File: src/rtl/u8n1_pkg.sv
`default_nettype none
// ----------------------------------------------------------------------------
// u8n1_pkg
// shared widths, register indexes, reset values and types of the 8n1 uart
// ----------------------------------------------------------------------------
package u8n1_pkg;

    localparam int unsigned PERIOD_W = 16;
    localparam int unsigned LIMIT_W  = 18;
    localparam int unsigned CFG_W    = 18;
    localparam int unsigned DATA_W   = 8;

    // register indexes of the configuration port
    localparam logic [1:0] CFG_BIT_PERIOD       = 2'd0;
    localparam logic [1:0] CFG_TX_PRESENT       = 2'd1;
    localparam logic [1:0] CFG_RX_PRESENT       = 2'd2;
    localparam logic [1:0] CFG_START_WAIT_LIMIT = 2'd3;

    // register reset values
    localparam logic [PERIOD_W-1:0] BIT_PERIOD_RST       = 16'd104;
    localparam logic                TX_PRESENT_RST       = 1'b1;
    localparam logic                RX_PRESENT_RST       = 1'b1;
    localparam logic [LIMIT_W-1:0]  START_WAIT_LIMIT_RST = 18'd200000;

    // start + 8 data + stop
    localparam logic [3:0] TX_FRAME_BITS = 4'd10;
    localparam logic [3:0] RX_DATA_BITS  = 4'd8;

    typedef enum logic [3:0] {
        RX_IDLE = 4'b0001,
        RX_WAIT = 4'b0010,
        RX_RECV = 4'b0100,
        RX_FIN  = 4'b1000
    } rx_phase_t;

    typedef struct packed {
        logic line;
        logic busy;
    } tx_status_t;

    typedef struct packed {
        logic busy;
        logic done;
        logic error;
    } rx_status_t;

endpackage
`default_nettype wire

File: src/rtl/uart_8n1_transceiver_unit.sv
`default_nettype none
// ----------------------------------------------------------------------------
// uart_8n1_transceiver_unit
// tick-driven 8n1 uart, one transmitter and one receiver, one item per tick
// ----------------------------------------------------------------------------
//  channel  direction  handshake              payload
//  s_       in         s_valid / s_ready      send_request, send_byte,
//                                             receive_request, line_in
//  m_       out        m_valid / m_ready      line_out, send_busy, receive_busy,
//                                             receive_done, received_byte,
//                                             receive_error, start_seen
//  cfg_     in         cfg_valid / cfg_ready  cfg_index, cfg_data
//
//  one item per cycle while the result channel does not stall: each accepted
//  tick updates the tx and rx state and loads the result register in the same cycle
//  reset: registers that have a reset value return to it at once, no clearing pass
//  stalls: a full result register holds while m_ready is low; s_ready follows
//  an empty or draining result register, so idling on either side is free
//  cfg_ready is always high
// ----------------------------------------------------------------------------
module uart_8n1_transceiver_unit (
    input  wire logic                            aclk,
    input  wire logic                            aresetn,

    input  wire logic                            s_valid,
    output logic                                 s_ready,
    input  wire logic                            s_send_request,
    input  wire logic [u8n1_pkg::DATA_W-1:0]     s_send_byte,
    input  wire logic                            s_receive_request,
    input  wire logic                            s_line_in,

    output logic                                 m_valid,
    input  wire logic                            m_ready,
    output logic                                 m_line_out,
    output logic                                 m_send_busy,
    output logic                                 m_receive_busy,
    output logic                                 m_receive_done,
    output logic [u8n1_pkg::DATA_W-1:0]          m_received_byte,
    output logic                                 m_receive_error,
    output logic                                 m_start_seen,

    input  wire logic                            cfg_valid,
    output logic                                 cfg_ready,
    input  wire logic [1:0]                      cfg_index,
    input  wire logic [u8n1_pkg::CFG_W-1:0]      cfg_data
);

    // configuration registers
    logic [u8n1_pkg::PERIOD_W-1:0] bit_period_reg;
    logic                          tx_present_reg;
    logic                          rx_present_reg;
    logic [u8n1_pkg::LIMIT_W-1:0]  start_wait_limit_reg;

    // result register
    logic                          m_valid_reg;
    u8n1_pkg::tx_status_t          tx_status_reg;
    u8n1_pkg::rx_status_t          rx_status_reg;
    logic [u8n1_pkg::DATA_W-1:0]   byte_reg;
    logic                          start_seen_reg;

    u8n1_pkg::tx_status_t          tx_status;
    u8n1_pkg::rx_status_t          rx_status;
    logic [u8n1_pkg::DATA_W-1:0]   rx_byte;
    logic                          step;

    // a tick is taken whenever the result register is free or being drained
    assign s_ready   = !m_valid_reg || m_ready;
    assign step      = s_valid && s_ready;
    assign cfg_ready = 1'b1;

    always_ff @(posedge aclk) begin
        if (!aresetn) begin
            bit_period_reg       <= u8n1_pkg::BIT_PERIOD_RST;
            tx_present_reg       <= u8n1_pkg::TX_PRESENT_RST;
            rx_present_reg       <= u8n1_pkg::RX_PRESENT_RST;
            start_wait_limit_reg <= u8n1_pkg::START_WAIT_LIMIT_RST;
        end else if (cfg_valid) begin
            case (cfg_index)
                u8n1_pkg::CFG_BIT_PERIOD: begin
                    bit_period_reg <= cfg_data[u8n1_pkg::PERIOD_W-1:0];
                end
                u8n1_pkg::CFG_TX_PRESENT: begin
                    tx_present_reg <= cfg_data[0];
                end
                u8n1_pkg::CFG_RX_PRESENT: begin
                    rx_present_reg <= cfg_data[0];
                end
                u8n1_pkg::CFG_START_WAIT_LIMIT: begin
                    start_wait_limit_reg <= cfg_data[u8n1_pkg::LIMIT_W-1:0];
                end
                default: begin
                end
            endcase
        end
    end

    u8n1_tx u_tx (
        .aclk         (aclk),
        .aresetn      (aresetn),
        .step         (step),
        .send_request (s_send_request),
        .send_byte    (s_send_byte),
        .bit_period   (bit_period_reg),
        .tx_present   (tx_present_reg),
        .status       (tx_status)
    );

    u8n1_rx u_rx (
        .aclk             (aclk),
        .aresetn          (aresetn),
        .step             (step),
        .receive_request  (s_receive_request),
        .line_in          (s_line_in),
        .bit_period       (bit_period_reg),
        .rx_present       (rx_present_reg),
        .start_wait_limit (start_wait_limit_reg),
        .status           (rx_status),
        .received_byte    (rx_byte)
    );

    // valid flag is control, the payload needs no reset
    always_ff @(posedge aclk) begin
        if (!aresetn) begin
            m_valid_reg <= 1'b0;
        end else if (s_ready) begin
            m_valid_reg <= s_valid;
        end
    end

    always_ff @(posedge aclk) begin
        if (step) begin
            tx_status_reg  <= tx_status;
            rx_status_reg  <= rx_status;
            byte_reg       <= rx_byte;
            start_seen_reg <= rx_present_reg && !s_line_in;
        end
    end

    assign m_valid         = m_valid_reg;
    assign m_line_out      = tx_status_reg.line;
    assign m_send_busy     = tx_status_reg.busy;
    assign m_receive_busy  = rx_status_reg.busy;
    assign m_receive_done  = rx_status_reg.done;
    assign m_received_byte = byte_reg;
    assign m_receive_error = rx_status_reg.error;
    assign m_start_seen    = start_seen_reg;

    // a byte report and an error never share a tick
    a_done_err_excl: assert property (@(posedge aclk) disable iff (!aresetn)
        m_valid |-> !(m_receive_done && m_receive_error))
        else $error("receive_done and receive_error in one item");

    // the byte field is zero unless a byte is reported
    a_byte_zero: assert property (@(posedge aclk) disable iff (!aresetn)
        (m_valid && !m_receive_done) |-> (m_received_byte == '0))
        else $error("received_byte nonzero without receive_done");

    // the line idles high outside a frame
    a_line_idle: assert property (@(posedge aclk) disable iff (!aresetn)
        (m_valid && !m_send_busy) |-> m_line_out)
        else $error("line_out low while transmitter idle");

    // a report comes from an armed receiver
    a_done_busy: assert property (@(posedge aclk) disable iff (!aresetn)
        (m_valid && m_receive_done) |-> m_receive_busy)
        else $error("receive_done without receive_busy");

endmodule
`default_nettype wire

File: src/rtl/u8n1_tx.sv
`default_nettype none
// ----------------------------------------------------------------------------
// u8n1_tx
// transmit side: frame state advanced once per accepted tick
// ----------------------------------------------------------------------------
module u8n1_tx (
    input  wire logic                              aclk,
    input  wire logic                              aresetn,
    input  wire logic                              step,
    input  wire logic                              send_request,
    input  wire logic [u8n1_pkg::DATA_W-1:0]       send_byte,
    input  wire logic [u8n1_pkg::PERIOD_W-1:0]     bit_period,
    input  wire logic                              tx_present,
    output u8n1_pkg::tx_status_t                   status
);

    logic [u8n1_pkg::DATA_W-1:0]   shift_reg, shift_next;
    logic [3:0]                    idx_reg, idx_next;
    logic [u8n1_pkg::PERIOD_W-1:0] tmr_reg, tmr_next;
    logic                          active_reg, active_next;

    logic                          start;
    logic [3:0]                    idx_cur, idx_m1, idx_inc;
    logic [u8n1_pkg::PERIOD_W:0]   tmr_inc;

    always_comb begin
        start       = send_request && !active_reg && tx_present;
        shift_next  = start ? send_byte : shift_reg;
        idx_cur     = start ? 4'd0 : idx_reg;
        idx_next    = idx_cur;
        tmr_next    = start ? '0 : tmr_reg;
        active_next = active_reg || start;
        idx_m1      = idx_cur - 4'd1;
        idx_inc     = idx_cur + 4'd1;
        tmr_inc     = {1'b0, tmr_next} + 1'b1;
        status.busy = active_next;
        status.line = 1'b1;
        if (active_next) begin
            if (idx_cur == 4'd0) begin
                status.line = 1'b0;
            end else if (idx_cur <= 4'd8) begin
                status.line = shift_next[idx_m1[2:0]];
            end
            if (tmr_inc >= {1'b0, bit_period}) begin
                tmr_next = '0;
                idx_next = idx_inc;
                if (idx_inc >= u8n1_pkg::TX_FRAME_BITS) begin
                    idx_next    = 4'd0;
                    active_next = 1'b0;
                end
            end else begin
                tmr_next = tmr_inc[u8n1_pkg::PERIOD_W-1:0];
            end
        end
    end

    always_ff @(posedge aclk) begin
        if (!aresetn) begin
            shift_reg  <= '0;
            idx_reg    <= '0;
            tmr_reg    <= '0;
            active_reg <= 1'b0;
        end else if (step) begin
            shift_reg  <= shift_next;
            idx_reg    <= idx_next;
            tmr_reg    <= tmr_next;
            active_reg <= active_next;
        end
    end

endmodule
`default_nettype wire

File: src/rtl/u8n1_rx.sv
`default_nettype none
// ----------------------------------------------------------------------------
// u8n1_rx
// receive side: start wait, mid-bit sampling and byte report per tick
// ----------------------------------------------------------------------------
module u8n1_rx (
    input  wire logic                              aclk,
    input  wire logic                              aresetn,
    input  wire logic                              step,
    input  wire logic                              receive_request,
    input  wire logic                              line_in,
    input  wire logic [u8n1_pkg::PERIOD_W-1:0]     bit_period,
    input  wire logic                              rx_present,
    input  wire logic [u8n1_pkg::LIMIT_W-1:0]      start_wait_limit,
    output u8n1_pkg::rx_status_t                   status,
    output logic [u8n1_pkg::DATA_W-1:0]            received_byte
);

    u8n1_pkg::rx_phase_t            phase_reg, phase_next;
    logic [u8n1_pkg::LIMIT_W-1:0]   tmr_reg, tmr_next;
    logic [3:0]                     bidx_reg, bidx_next;
    logic [u8n1_pkg::DATA_W-1:0]    shift_reg, shift_next;

    logic [u8n1_pkg::LIMIT_W:0]     tmr_inc;
    logic [u8n1_pkg::LIMIT_W-1:0]   period_ext, period_half;
    logic [u8n1_pkg::LIMIT_W-1:0]   target;
    logic [3:0]                     bidx_inc;

    always_comb begin
        period_ext    = {2'b00, bit_period};
        // one and a half bit periods
        period_half   = period_ext + {3'b000, bit_period[u8n1_pkg::PERIOD_W-1:1]};
        phase_next    = phase_reg;
        tmr_next      = tmr_reg;
        bidx_next     = bidx_reg;
        shift_next    = shift_reg;
        status.error  = 1'b0;
        status.done   = 1'b0;
        received_byte = '0;

        if (receive_request && phase_reg == u8n1_pkg::RX_IDLE) begin
            if (rx_present) begin
                phase_next = u8n1_pkg::RX_WAIT;
                tmr_next   = '0;
            end else begin
                status.error = 1'b1;
            end
        end
        status.busy = (phase_next != u8n1_pkg::RX_IDLE);

        tmr_inc  = {1'b0, tmr_next} + 1'b1;
        bidx_inc = bidx_reg + 4'd1;
        target   = (bidx_reg == 4'd0) ? period_half : period_ext;

        case (phase_next)
            u8n1_pkg::RX_WAIT: begin
                if (!line_in) begin
                    phase_next = u8n1_pkg::RX_RECV;
                    tmr_next   = '0;
                    bidx_next  = 4'd0;
                    shift_next = '0;
                end else if (tmr_inc >= {1'b0, start_wait_limit}) begin
                    status.error = 1'b1;
                    phase_next   = u8n1_pkg::RX_IDLE;
                    tmr_next     = '0;
                end else begin
                    tmr_next = tmr_inc[u8n1_pkg::LIMIT_W-1:0];
                end
            end
            u8n1_pkg::RX_RECV: begin
                if (tmr_inc >= {1'b0, target}) begin
                    tmr_next = '0;
                    shift_next[bidx_reg[2:0]] = shift_reg[bidx_reg[2:0]] | line_in;
                    bidx_next = bidx_inc;
                    if (bidx_inc >= u8n1_pkg::RX_DATA_BITS) begin
                        bidx_next  = 4'd0;
                        phase_next = u8n1_pkg::RX_FIN;
                    end
                end else begin
                    tmr_next = tmr_inc[u8n1_pkg::LIMIT_W-1:0];
                end
            end
            u8n1_pkg::RX_FIN: begin
                if (tmr_inc >= {1'b0, period_half}) begin
                    tmr_next      = '0;
                    status.done   = 1'b1;
                    received_byte = shift_reg;
                    phase_next    = u8n1_pkg::RX_IDLE;
                end else begin
                    tmr_next = tmr_inc[u8n1_pkg::LIMIT_W-1:0];
                end
            end
            default: begin
            end
        endcase
    end

    always_ff @(posedge aclk) begin
        if (!aresetn) begin
            phase_reg <= u8n1_pkg::RX_IDLE;
            tmr_reg   <= '0;
            bidx_reg  <= '0;
            shift_reg <= '0;
        end else if (step) begin
            phase_reg <= phase_next;
            tmr_reg   <= tmr_next;
            bidx_reg  <= bidx_next;
            shift_reg <= shift_next;
        end
    end

endmodule
`default_nettype wire

File: config.mk
export PLATFORM = sky130hd
export DESIGN_NAME = uart_8n1_transceiver_unit
export DESIGN_NICKNAME = d
export VERILOG_FILES = /design/src/rtl/u8n1_pkg.sv /design/src/rtl/uart_8n1_transceiver_unit.sv /design/src/rtl/u8n1_tx.sv /design/src/rtl/u8n1_rx.sv
export SDC_FILE = /design/constraint.sdc
export NUM_CORES = 1
export LEC_CHECK = 0
export ABC_AREA = 0
export BUFFER_PORTS_ARGS = -buffer_cell sky130_fd_sc_hd__buf_2
export CAP_MARGIN = 25
export CORE_UTILIZATION = 40
export DETAILED_ROUTE_END_ITERATION = 6
export PLACE_DENSITY_LB_ADDON = 0.1
export SETUP_SLACK_MARGIN = 0.02
export SLEW_MARGIN = 30
export SYNTH_ARGS = -nofsm -noshare
export SYNTH_HDL_FRONTEND = slang
export SYNTH_HIERARCHICAL = 1
export SYNTH_SLANG_ARGS = --single-unit
File: constraint.sdc
create_clock -name aclk -period 3.8 [get_ports aclk]
set_input_delay 0.19 -clock aclk [delete_from_list [all_inputs] [get_ports aclk]]
set_output_delay 0.19 -clock aclk [all_outputs]
set_load 0.02 [all_outputs]
==> metrics.cfg <==
[detailed_routing]
vias_per_cell=5.407
postRouteAntennaNets=0
wl_per_cell_um=17.05
drcViolationCount=0
wl_met1_um=11720
drtIter0Drc=399
vias=7711
routed.top_layer=met4
met2_length_um=11350
drt_first_pass_iters=5
wl_met3_um=785
postRouteWirelength_um=24320

[critical_path]
cp.buffers_inverters=4
cp.arrival_ns=4.10
slowest_delay_ns=0.41
cpMaxStageDelayCell=or3_4
r2r_end=u_rx/tmr_reg[8]
rr_worst_depth=19
cp_max_fo=10
end_kind=flip-flop
cp.required_ns=4.12
path_class=flip-flop to flip-flop
r2r_setup_slack_ns=0.01
setup.worst_path.start_class=flip-flop
reg2reg_from=bit_period_reg[3]
critPathTopFamily=compound AO/OA/AOI/OAI gates
path_cells=buf_4 > ha_2 > o21ai_2 > o21ai_2 > a31oi_2 > o21bai_1 > a21oi_1 > xor2_1 > o21a_1 > ha_1 > buf_4 > o21a_1 > o21ai_0 > o21ai_2 > buf_4 > a211oi_4 > or3_4 > buf_6 > a32o_1

[grt]
grt_pass1_vias=7364
antenna_found_initial=0
grt_max_degree=67
grt_usage=0.2288
grt_pass1_wl_um=38540
grt_remaining_overflow=0

[place]
gp_congestion=0.8353
hpwl_um=17610
io_buffers=51

[floorplanning]
initial_core_util=0.4090
rows=52
fp.coreArea_mm2=0.02030
die_w_um=146.1
die_h_um=146.1
ios=53
die_area_mm2=0.02134

[logic_synthesis]
synth_top_cells_by_area=dfxtp_1, ha_1, nand2_1, edfxtp_1, a21oi_1
ys_seq_area_frac=0.2917
synth_nets=1121
ys_ff_latch=114
synthCells=992
syn_avg_cell_area_um2=8.370
synth_top_cell_by_area=dfxtp_1
synth_edf_count=14
synth.top_cell.area_share=0.2411
ys_warn_count=6
synthDistinctLibCells=80
netlist_area_mm2=0.008303
async_flop_share=0
synth_ff_type=dfxtp_1

[sta]
rsz0062_at_grt=yes
fmax_mhz=263.9
setup_violations=0
finalHoldViolCount=0
max-slew-margin-rel=0.5413
finalHoldWorstSlack_ns=0.01713
worst_pin_slew_ns=0.6823
finalCritPeriodShare=0.9971
maxSlewViolCount=0
fin_worst_skew_ns=0.007418
finalSetupTns_ns=0
post-route-min-period_ns=3.789

[clocking]
numCtsBuffers=17
htreeDepth=4
clk_pin_slew_ns=0.06
cts_buffer_depth=2
cts_tree=built
ctsRootBufferMaster=clkbuf_16
insertion_delay_ns=0.42
cts_num_sinks=114

[finish]
nFillCells=1945
area_growth_pct=30.05
drive_gt1_frac=0.2803
final_nets=1272
antenna_cells=0

[hold_path]
hp-class=input port to flip-flop
worstHoldStart=s_valid
hold_depth=3
min_to=m_valid

[job]
drv_cap=0

[power_and_ir_drop]
ir_drop_mv=0.3056
p_leak_uw=0.004666
p_per_area_mw_per_mm2=326.0

[status]
status=finished clean

-- tightest hold or removal path: stages --
cell	delay (ns)
buf_2	0.10
inv_1	0.04
a21boi_0	0.06
-- cells in the mapped netlist (all sizes together) (4+ instances only) --
cell type	instances
or4	5
a31oi	7
xnor2	15
o211a	5
nor4b	4
nor2	63
mux2i	32
o211ai	17
nand2b	7
nand3	40
nor3	14
nor2b	13
and4	6
nand2	126
nand3b	9
ha	92
or3	9
and2	21
dfxtp	100
o21bai	5
a32o	17
nand4	20
inv	61
a21boi	7
edfxtp	14
a211oi	12
o21ai	47
clkbuf	23
and3	11
a21o	9
o31ai	5
buf	18
xor2	29
a21oi	66
o21a	8
-- cells in the final DEF, fill, tap and decap left out, types with 9 or more instances in the layout --
master / Yosys / final
nand2_1: 124 / 119
buf_4: 6 / 111
dfxtp_1: 100 / 91
ha_1: 92 / 79
inv_1: 61 / 57
nor2_1: 62 / 54
a21oi_1: 66 / 52
buf_2: 6 / 51
nand3_1: 38 / 34
mux2i_1: 32 / 32
o21ai_0: 41 / 30
xor2_1: 29 / 25
nand4_1: 20 / 20
and2_1: 21 / 20
o211ai_1: 17 / 17
clkbuf_16: 0 / 17
a32o_1: 17 / 17
edfxtp_1: 14 / 14
a21oi_2: 0 / 14
nor2b_1: 13 / 12
nor3_1: 14 / 12
xnor2_1: 15 / 12
nand3b_1: 9 / 9
a21o_1: 9 / 9
o21ai_1: 5 / 9
ha_4: 0 / 9
-- cell families (layout without fill, tap and decap cells) --
logic type | after synthesis | count (layout) | synth area share
AND/OR/NAND/NOR | 364 | 365 | 0.2235
AO/OA/AOI/OAI | 234 | 234 | 0.1891
flip-flops | 114 | 114 | 0.2917
buffers and inverters | 105 | 268 | 0.05832
adder cells (fa/ha/maj) | 93 | 93 | 0.1410
XOR/XNOR | 44 | 44 | 0.04641
multiplexers | 37 | 37 | 0.04943
other | 1 | 1 | 0.0004516
-- power breakdown --
| group | total, µW | leakage, µW | switching (µW) | internal [µW] |
|---|---|---|---|---|
| sequential | 1280 | 0.000953 | 25.1 | 1260 |
| combinational | 629 | 0.00343 | 354 | 275 |
| clock | 1610 | 0.000281 | 641 | 969 |
-- how the worst max path moves through the flow --
stage,depth (start not counted),slack [ns],from,to
2_1_floorplan,19,0.02,u_rx/phase_reg[1],u_rx/shift_reg[2]
3_3_place_gp,17,-0.31,u_rx/phase_reg[0],u_rx/tmr_reg[3]
3_5_place_dp,17,-0.31,u_rx/phase_reg[2],u_rx/tmr_reg[3]
4_1_cts,19,-0.007,bit_period_reg[1],u_rx/bidx_reg[2]
5_1_grt,19,-0.15,bit_period_reg[3],u_rx/tmr_reg[3]
6_report,19,0.01,bit_period_reg[3],u_rx/tmr_reg[8]
-- stage by stage --
stage | area [µm²] | util | total power (µW) | instances | worst slack (ns)
final | 10800 | 0.5319 | 3520 | 1426 | 0.01084
after global routing | 10800 | 0.5319 | 3673 | 1426 | -0.1492
after CTS | 10410 | 0.5129 | 3515 | 1420 | -0.006811
after detailed placement | 9513 | 0.4686 | 1850 | 1378 | -0.3098
after global placement | 9513 | 0.4686 | 1851 | 1378 | -0.3073
after floorplan | 8348 | - | 1636 | 992 | 0.02045
-- layout make-up --
type                            instances  area [µm²]  area share
Multi-Input combinational cell        774        5971      0.5530
Sequential cell                       114        2441      0.2261
Timing Repair Buffer                  174        1229      0.1138
Clock buffer                           17       425.4     0.03940
Tap cell                              270       337.8     0.03129
Inverter                               62       235.2     0.02178
Clock inverter                         15       158.9     0.01472
-- repair_timing --
item,CTS,global route
setup buffers,8,5
gates cloned,1,1
gates resized for setup,58,73
endpoints found under the setup margin,44,45
hold endpoints to repair,3,0
hold buffers,3,0
pin swaps,41,49
-- per-layer routing --
| metal | track usage | vias up |
|---|---|---|
| met1 | 0.3103 | 3637 |
| li1 | - | 3895 |
| met2 | 0.3732 | 157 |
| met4 | 0.07708 | 0 |
| met3 | 0.03156 | 22 |
| met5 | 0 | - |
Note: power is estimated with default switching activity, not from simulation.
